`src/rtl/core/bmhq_ram.sv`:
```
`default_nettype none

// simple dual-port RAM, one write and one registered read per cycle
module bmhq_ram #(
    parameter int WIDTH = 32,
    parameter int DEPTH = 64
) (
    input  wire logic                     i_clk,
    input  wire logic                     i_we,
    input  wire logic [$clog2(DEPTH)-1:0] i_waddr,
    input  wire logic [WIDTH-1:0]         i_wdata,
    input  wire logic [$clog2(DEPTH)-1:0] i_raddr,
    output logic      [WIDTH-1:0]         o_rdata
);

    logic [WIDTH-1:0] r_mem [DEPTH];
    logic [WIDTH-1:0] r_rdata;

    always_ff @(posedge i_clk) begin
        if (i_we) begin
            r_mem[i_waddr] <= i_wdata;
        end
        r_rdata <= r_mem[i_raddr];
    end

    assign o_rdata = r_rdata;

endmodule

`default_nettype wire

```
`config.mk`:
```
export PLATFORM = sky130hd
export DESIGN_NAME = bmhq_ram
export DESIGN_NICKNAME = d
export VERILOG_FILES = /design/src/rtl/core/bmhq_ram.sv
export SDC_FILE = /design/constraint.sdc
export NUM_CORES = 2
export LEC_CHECK = 0
export BUFFER_PORTS_ARGS = -buffer_cell sky130_fd_sc_hd__clkbuf_2
export CORE_MARGIN = 2
export CORE_UTILIZATION = 50
export CTS_BUF_LIST = sky130_fd_sc_hd__clkbuf_16
export DETAILED_ROUTE_END_ITERATION = 10
export GPL_TIMING_DRIVEN = 0
export PLACE_DENSITY = 0.64
export SLEW_MARGIN = 20
export SYNTH_ARGS = -nofsm -noshare
export SYNTH_HDL_FRONTEND = slang
export SYNTH_SLANG_ARGS = --single-unit
```
`constraint.sdc`:
```
create_clock -name i_clk -period 5.7 [get_ports i_clk]
set_input_delay 1.14 -clock i_clk [delete_from_list [all_inputs] [get_ports i_clk]]
set_output_delay 1.14 -clock i_clk [all_outputs]
set_load 0.1 [all_outputs]
```
==> metrics <==
status complete, no violations; mux share of post-synthesis cell area 0.168; largest family of logic cells by synthesized area multiplexers; register area share after synthesis 0.791; Port Buf Inserts 69; wire per inst roughly 40 µm; post-synthesis xor/xnor area fraction 0; Max-Cap Viols 0; hold_buf cts 0; layout cells sized above 1 0.315; Clk pin slew, worst setup/hold paths 0.06 ns; net count of the finished layout ~3800; CTS-repair resized insts 0; clk_skew approximately 0.025 ns; final hold vios 0; Cell Area, Synth between 70000 and 80000 µm²; starting density of the core 0.503; Root Driver clkbuf_16; Cells after Synth roughly 3300; first-pass iteration count of the detailed router 5; CP arrival 5.60 ns; Clock Latency Late Sink around 0.83 ns; Compound-Gate Fraction of Synth Area 0.0167; Period Utilization, post-route 0.865; worst reg2reg startpoint r_mem[31][18]; post-synthesis adder-cell area fraction 0; setup repair bufs after CTS 0; # DRC 0; synthesis-to-layout area growth 17.7%; min-delay src i_wdata[2]; Final setup viols 0; top cells by area, synth edfxtp_1, mux4_2, mux2i_1, dfxtp_1, o22ai_1; routability cong. between 0.8 and 0.9; Yosys cell types 34; Hold Worst Slack roughly 0.75 ns; initial antenna violation count 20; Async S/R FF share, synth 0; Vias/cell between 6 and 7; CTS tree built; VDD IR max approximately 0.31 mV; number of CTS-inserted buffers roughly 200; Die W between 400 and 500 µm; DIE AREA between 150000 and 200000 µm²; GRT overflow 0; Die Height approximately 400 µm; GRT Util Overall 0.303; Post-Syn Nets ~3400; vias in the first global route 38900; minimum clock period 4.93 ns; Crit. Startpoint i_raddr[1]; final wirelength ~240000 µm; Synth Area in Simple Gates 0.0127; Leak approximately 30 nW; largest net degree at the start of global routing 65; pwr/cell area 352 nW/µm²; met3 GRT Util 0.0804; maximum net fanout on the critical path 10; placed cell count about 5600; Synth area leader edfxtp_1; CP Launch Type input port; Crit Path Class input port to flop; EDFF count, synth slightly above 2000; Pins Over Slew Limit 0; Global Route met1 Usage 0.421; first-iteration detailed-routing DRC count 7195; worst-margin pin slew 1.26 ns; FF+latch count, synth about 2100; Max clock buf depth 3; Relative slew margins 0.159; Core Rows 145; endpoint class of the critical path flop; Vias 40400; clk sinks 2080; yosys warns 0; RSZ-0062 raised after global routing no; Max Fclk 203 MHz; prevailing post-synth register cell edfxtp_1; first-pass GRT wire length between 300000 and 400000 µm; Top Ports about 80; Non-Filler Instances roughly 6000; met2 Use GR 0.455; core area roughly 160000 µm²; post-synth top area share 0.783; Clock H-tree levels 4; Detail Placement HPWL around 160000 µm; Post-Syn Area per Cell approximately 24 µm²; busiest grt layer met2; Post-DRT Antenna Nets 0; Worst EP required 6.38 ns; Worst Hold Class input port to flop
cell families (layout without fill, tap and decap cells):
| group | count (synthesis) | count (layout) |
|---|---|---|
| buffers and inverters | 182 | 787 |
| muxes | 637 | 637 |
| and+or+nand+nor | 223 | 223 |
| DFF | 2080 | 2080 |
| other | 0 | 2 |
| AOI/OAI and AO/OA | 202 | 202 |
synthesized netlist by cell type (7+ instances only):
| master | n |
|---|---|
| clkbuf_1 | 74 |
| o22ai_1 | 84 |
| nor2_1 | 137 |
| nand2_1 | 26 |
| nand2b_1 | 8 |
| a22oi_1 | 12 |
| edfxtp_1 | 2048 |
| dfxtp_1 | 32 |
| buf_1 | 21 |
| buf_2 | 57 |
| mux2i_1 | 93 |
| a311oi_1 | 8 |
| mux4_2 | 544 |
| a21oi_1 | 62 |
| o221ai_1 | 27 |
| nor3_1 | 7 |
| nor2b_1 | 15 |
| buf_4 | 25 |
area by class of cell:
cell class / instances / area [µm²]
timing repair buffer: 223 / 4150
multi-input combinational: 1062 / 16000
clock inverter: 176 / 1520
sequential: 2080 / 62100
buffer: 182 / 907
fill: 10800 / 63600
antenna: 2 / 5.00
tap: 2058 / 2570
clock buffer: 206 / 5150
critical path, stage by stage:
cell and delay (ns):
buf_2 0.40, buf_2 0.46, buf_2 0.37, buf_1 0.92, nand3b_1 0.75, o221ai_1 0.46
a21oi_1 0.22, a21oi_1 0.68, nor2_1 0.17
per-stage QoR:
stage,setup TNS (ns),setup WS (ns),total power [W],instance area [µm²],utilization
6_report,0,0.771,0.0325,92400,0.592
2_1_floorplan,0,1.40,0.0184,78500,-
5_1_grt,0,0.911,0.0332,92400,0.592
4_1_cts,0,1.02,0.0326,92400,0.592
3_5_place_dp,0,0.111,0.0193,85700,0.549
3_3_place_gp,-1169.97,-2.44,0.0192,81400,0.522
power breakdown:
group          internal [W]  total (W)  switching, W  leakage [nW]
clock network       0.00762     0.0135       0.00585          3.39
registers            0.0169     0.0170     0.0000322          18.7
logic              0.000603    0.00207       0.00147          7.08
total                0.0252     0.0325       0.00735          29.2
worst paths after layout:
check,end,cells after the start,slack [ns]
hold / removal,r_mem[38][2],1,0.75
setup reg to reg,o_rdata[18],4,2.95
setup / recovery,o_rdata[19],9,0.77
hold reg to reg,o_rdata[20],4,0.97
cell usage in the layout, fill, tap and decap left out, types with 53 or more instances in the layout:
cell / synthesis / final
edfxtp_1: 2048 / 2048
mux4_2: 544 / 544
clkbuf_16: 0 / 206
buf_16: 0 / 105
mux2i_1: 93 / 93
o22ai_1: 84 / 84
nor2_1: 137 / 75
a21oi_1: 62 / 62
nor2_4: 0 / 62
clkbuf_1: 74 / 59
buf_2: 57 / 59
clkbuf_2: 0 / 53
registers in the layout, summed over array words and instances, names as in the netlist:
signal,flops
r_mem,2048
o_rdata,32
per-layer routing:
layer  share of wire  vias up
met3            0.12      584
met4           0.052       10
met2            0.45     3047
li1                -    15200
met1            0.37    21500
met5         0.00027        -
Note: power is estimated with default switching activity, not from simulation.
